===== config.mk =====
export PLATFORM = sky130hd
export DESIGN_NAME = wptc_ctrl
export DESIGN_NICKNAME = d
export VERILOG_FILES = /design/src/hdl/wptc_pkg.sv /design/src/hdl/wptc_ctrl.sv
export SDC_FILE = /design/constraint.sdc
export NUM_CORES = 1
export LEC_CHECK = 0
export ABC_AREA = 1
export BUFFER_PORTS_ARGS = -buffer_cell sky130_fd_sc_hd__buf_2
export CAP_MARGIN = 5
export CORE_AREA = 2 2 39 41
export DETAILED_ROUTE_END_ITERATION = 16
export DIE_AREA = 0 0 41 43
export GPL_TIMING_DRIVEN = 0
export PLACE_DENSITY = 0.54
export SETUP_SLACK_MARGIN = 0.15
export SLEW_MARGIN = 20
export SYNTH_ARGS = -nofsm -noshare
export SYNTH_HDL_FRONTEND = slang
export SYNTH_SLANG_ARGS = --single-unit
export TNS_END_PERCENT = 50

===== constraint.sdc =====
create_clock -name clk -period 1 [get_ports clk]
set_clock_uncertainty 0.2 [all_clocks]
set_input_delay 0 -clock clk [delete_from_list [all_inputs] [get_ports clk]]
set_output_delay 0 -clock clk [all_outputs]
set_load 0.02 [all_outputs]

===== src/hdl/wptc_pkg.sv =====
// Package for the wrapped phase tracking corrector.
// Holds table sizes, result and command codes, FSM states and the control structs.
// No dependencies; every other file of the block imports it.
`default_nettype none

package wptc_pkg;

    localparam int SLOTS      = 64;
    localparam int SLOT_BITS  = $clog2(SLOTS);
    localparam int PHASE_BITS = 16;
    localparam int ERR_BITS   = PHASE_BITS + 1;
    localparam int PROD_BITS  = 2 * ERR_BITS;
    localparam int CORR_BITS  = PHASE_BITS + 3;
    localparam int STEP_BITS  = PHASE_BITS + 4;

    localparam logic [15:0] GAIN_NOW_RESET   = 16'd26214;
    localparam logic [15:0] GAIN_TOTAL_RESET = 16'd39322;
    localparam logic [15:0] CATCHUP_RESET    = 16'd66;

    localparam logic [1:0] CFG_GAIN_NOW   = 2'd0;
    localparam logic [1:0] CFG_GAIN_TOTAL = 2'd1;
    localparam logic [1:0] CFG_CATCHUP    = 2'd2;

    localparam logic CMD_UPDATE = 1'b0;
    localparam logic CMD_FORGET = 1'b1;

    typedef enum logic [1:0] {
        RES_STARTED   = 2'd0,
        RES_RESTARTED = 2'd1,
        RES_CORRECTED = 2'd2,
        RES_FORGOTTEN = 2'd3
    } res_status_t;

    typedef enum logic [2:0] {
        ST_IDLE,
        ST_DECIDE,
        ST_MUL,
        ST_SUM,
        ST_CATCH_MUL,
        ST_CATCH_ROUND,
        ST_FINISH
    } state_t;

    // Commands from the controller to the datapath.
    typedef struct packed {
        logic in_ready;
        logic capture;
        logic forget;
        logic start;
        logic restart;
        logic track;
        logic mul;
        logic sum;
        logic catch_mul;
        logic catch_round;
        logic out_load;
    } wptc_cmd_t;

    // Status from the datapath to the controller.
    typedef struct packed {
        logic in_valid;
        logic is_forget;
        logic hit;
        logic net_zero;
        logic step_neg;
        logic out_free;
    } wptc_stat_t;

endpackage

`default_nettype wire


===== src/hdl/wptc_ctrl.sv =====
// Controller state machine of the wrapped phase tracking corrector.
// Sequences capture, table update, multiplies and result load; depends on wptc_pkg.
`default_nettype none

module wptc_ctrl
    import wptc_pkg::*;
(
    input  wire logic       clk,
    input  wire logic       rst_n,
    input  wire wptc_stat_t stat,
    output wptc_cmd_t       cmd
);

    state_t state_reg;
    state_t state_next;

    always_ff @(posedge clk or negedge rst_n)
    begin
        if (!rst_n)
        begin
            state_reg <= ST_IDLE;
        end
        else
        begin
            state_reg <= state_next;
        end
    end

    always_comb
    begin
        state_next = state_reg;
        unique case (state_reg)
            ST_IDLE:
            begin
                if (stat.in_valid)
                begin
                    state_next = ST_DECIDE;
                end
            end
            ST_DECIDE:
            begin
                if (stat.is_forget || !stat.hit || stat.net_zero)
                begin
                    state_next = ST_FINISH;
                end
                else
                begin
                    state_next = ST_MUL;
                end
            end
            ST_MUL:
            begin
                state_next = ST_SUM;
            end
            ST_SUM:
            begin
                // The datapath shows the sign of the step it is about to store.
                state_next = stat.step_neg ? ST_CATCH_MUL : ST_FINISH;
            end
            ST_CATCH_MUL:
            begin
                state_next = ST_CATCH_ROUND;
            end
            ST_CATCH_ROUND:
            begin
                state_next = ST_FINISH;
            end
            ST_FINISH:
            begin
                if (stat.out_free)
                begin
                    state_next = ST_IDLE;
                end
            end
            default:
            begin
                state_next = ST_IDLE;
            end
        endcase
    end

    always_comb
    begin
        cmd             = '0;
        cmd.in_ready    = (state_reg == ST_IDLE);
        cmd.capture     = (state_reg == ST_IDLE) && stat.in_valid;
        cmd.forget      = (state_reg == ST_DECIDE) && stat.is_forget;
        cmd.start       = (state_reg == ST_DECIDE) && !stat.is_forget && !stat.hit;
        cmd.restart     = (state_reg == ST_DECIDE) && !stat.is_forget && stat.hit
                          && stat.net_zero;
        cmd.track       = (state_reg == ST_DECIDE) && !stat.is_forget && stat.hit
                          && !stat.net_zero;
        cmd.mul         = (state_reg == ST_MUL);
        cmd.sum         = (state_reg == ST_SUM);
        cmd.catch_mul   = (state_reg == ST_CATCH_MUL);
        cmd.catch_round = (state_reg == ST_CATCH_ROUND);
        cmd.out_load    = (state_reg == ST_FINISH) && stat.out_free;
    end

endmodule

`default_nettype wire


; After elaboration in Yosys (flattened, before gate mapping)
; Cells that the tools add are included.
; W data, S select, Z words.
[word_totals]
in_bits = 8
output_inout_bits = 11
elab_cells = 29
register_bits = 3
[classes]
n_eq_ne = 8
reduce_logical = 15
muxes = 5
[ops]
columns = cell, n
row1 = $pmux W3 S7, 1
row2 = $eq A3 B3 Y1 const B, 3
row3 = $mux W3, 3
row4 = $logic_and A1 B1 Y1, 8
row5 = $eq A3 B2 Y1 const B, 2
row6 = $ne A2 B2 Y1 const B, 2
row7 = $eq A3 B1 Y1 const B, 1
row8 = $logic_not A1 Y1, 3
row9 = $logic_not A3 Y1, 1
row10 = $logic_or A1 B1 Y1, 2
row11 = $mux W2, 1
row12 = $reduce_and A2 Y1, 1

; Logic depth before layout (Yosys ltp)
[logic_depth]
ltp_word = 5
mapped_depth = 6
ltp_nobuf = 5

; Worst setup path before layout
; No wires, ideal clock.
[synth_timing]
kind = register to register
from = register state_reg[0]
to = register state_reg[1]
path_buffers = 1
synth_period_minus_slack_ns = 1.258
setup_time_ns = 0.069
path_stages_with_launch = 6
arrival_ns = 0.989
slack_ns = -0.258
t_required_ns = 0.731
cell_sequence = dfrtp_1 -> buf_4 -> nand2_1 -> nor2_1 -> nand2_1 -> nand3_1
[synth_lines]
columns = item, line
row1 = "start, declared", wptc_ctrl.sv:14  ; state_t state_reg;
row2 = "start signal, assigned", wptc_ctrl.sv:25  ; state_reg <= state_next;

==> metrics.csv <==
metric,value,unit
outcome,"complete, but fails checks",
violations,"negative hold slack, negative setup slack",
drv_slew,0,
cp.arrival,1.23,ns
cp.required,0.80,ns
antenna_found_initial,0,
postSynthCellCount,47,
gr-total-overflow,0,
startpoint_type,register,
worst_slack,-0.432,ns
rsz0062_at_grt,true,
first_iter_violations,5,
track_usage,0.114,
drt-wirelength-per-cell,9.17,um
cp-end-kind,output port,
htree_levels,1,
gp_congestion,0.647,
yosys_warnings,0,
row_count,14,
synth_area,268,sq um
cpMaxStageDelayCell,dfrtp_1,
drc,0,
syn_to_final_growth,134,%
max_freq,698,MHz
worstSetupPathType,reg2out,
hold_path_class,in2reg,
powerDensity,2950,mW/mm^2
finalCritPeriodShare,1.43,
ys_ff_latch,3,
p_total,1850,uW
root_buffer,clkbuf_4,
synth_xor_area_frac,0,
synthMuxAreaShare,0,
fillCellCount,145,
synth.distinct_cells,13,
cts_buffers,3,
synth_top_family_by_area,simple AND/OR/NAND/NOR gates,
setup_viol,14,
drv_cap,0,
syn_avg_cell_area,5.70,sq um
worst_hold_slack,-0.169,ns
initial_utilization,0.193,
timing.slew.headroom,0.860,
first_pass_iters,4,
clockBufferDepth,2,
postCtsHoldBufs,1,
final_cell_mix,"buf_6, buf_4, nand2_1",
path_cells,"buf_6, inv_4, nand2_4, nor2_4, nand2_4, nor2_4, buf_6",
postLayoutCellArea,627,sq um
synthSimpleGateAreaFrac,0.505,
worst_pin_slew,0.210,ns
largest_reg_flops,3,
cts.reportedPaths.clkPinSlew,0.03,ns
vias,396,
port-buffer-count,18,
io_pins,19,
postRouteAntennaNets,0,
power.leakage,0.000326,uW
layout_commonest_cell,buf_6,
grt_pass1_vias,368,
via_per_inst,4.26,
drive_gt1_frac,0.649,
post-route-min-period,1.43,ns
grt_max_degree,8,
critPathMaxStageDelay,0.36,ns
die-area,0.00176,sq mm
antennaDiodeCount,0,
place_area,460,sq um
yosys.area_share.adder,0,
core,0.00138,sq mm
dieHeight,43,um
synth_seq_area_share,0.280,
clkSinkCount,3,
cp_max_fo,4,
die_x,41,um
post-dp-hpwl,548,um
nNetsFinal,86,
cts_tree,done,
ir_drop,0.000773,V
routed_wl,853,um
hold_viol,6,
synth_compound_area_frac,0.0187,
clock_latency,0.23,ns
synth_nets,55,
grt_pass1_wl,1370,um
==> repair_timing <==
| item | CTS | global route |
|---|---|---|
| gates resized for setup | 26 | 2 |
| setup endpoints to repair | 14 | 14 |
| cloned | 1 | 0 |
| hold endpoints to repair | 6 | 6 |
| buffers inserted | 4 | 2 |
| pin swaps | 4 | 4 |
==> cell type report <==
type                       instances  area (sq um)  area share
timing repair buffer              26           214       0.341
multi-input combinational         33           231       0.369
clock buffer                       4          26.3      0.0419
tap                               16          20.0      0.0319
sequential                         3          76.3       0.122
buffer                             2          22.5      0.0359
inverter                           9          36.3      0.0579
==> metrics by stage <==
step,std cells,setup slack [ns],hold slack (ns),setup TNS [ns],utilization
6_report,93,-0.432,-0.169,-4.57,0.453
5_1_grt,93,-0.498,-0.103,-5.49,0.453
4_1_cts,91,-0.462,-0.161,-4.88,0.439
3_5_place_dp,81,-0.264,-0.400,-2.17,0.333
3_3_place_gp,81,-0.260,-0.402,-2.14,0.333
2_1_floorplan,47,-0.145,-0.496,-1.21,-
==> synth_stat cells (all sizes together) <==
cell type	number	area share
a21oi	1	0.019
inv	9	0.13
dfrtp	3	0.28
nand2	12	0.18
nor2	13	0.19
nor3	3	0.056
nand3	3	0.056
nand4	1	0.023
buf	2	0.070
==> power breakdown <==
group          total, uW  switching, uW  internal (uW)
logic               1360            710            648
registers            280           89.3            191
clock network        210           60.5            149
==> critical path: cells and delay by family (launching register included) <==
| kind | cells | cell delay [ns] |
|---|---|---|
| buffers and inverters | 3 | 0.30 |
| flip-flops | 1 | 0.36 |
| AND/OR/NAND/NOR | 4 | 0.35 |
==> kinds of logic (layout without fill, tap and decap cells) <==
kind of cell / after synthesis / count (layout)
DFF: 3 / 3
buffers and inverters: 11 / 41
AOI/OAI and AO/OA: 1 / 1
and+or+nand+nor: 32 / 32
==> layer usage <==
| metal | track usage | wire length [um] | vias up | share of wire |
|---|---|---|---|---|
| met3 | 0.0209 | 43 | 0 | 0.050 |
| met4 | 0.0600 | 0 | 0 | 0 |
| met5 | 0 | 0 | - | 0 |
| li1 | - | - | 203 | - |
| met1 | 0.119 | 324 | 176 | 0.38 |
| met2 | 0.197 | 485 | 17 | 0.57 |
==> path summary, 6_finish.rpt <==
| check | startpoint | endpoint | slack (ns) | cells after the start |
|---|---|---|---|---|
| worst max-delay path | state_reg[1] | cmd[7] | -0.43 | 7 |
| worst min-delay path | stat[1] | state_reg[1] | -0.17 | 4 |
| worst max register to register | state_reg[0] | state_reg[1] | -0.24 | 6 |
| worst min register to register | state_reg[0] | state_reg[0] | 0.45 | 3 |
| max in group asynchronous | rst_n | state_reg[2] | 0.58 | 2 |
| min in group asynchronous | rst_n | state_reg[0] | -0.10 | 2 |
Power figures use the tool's default switching activity.
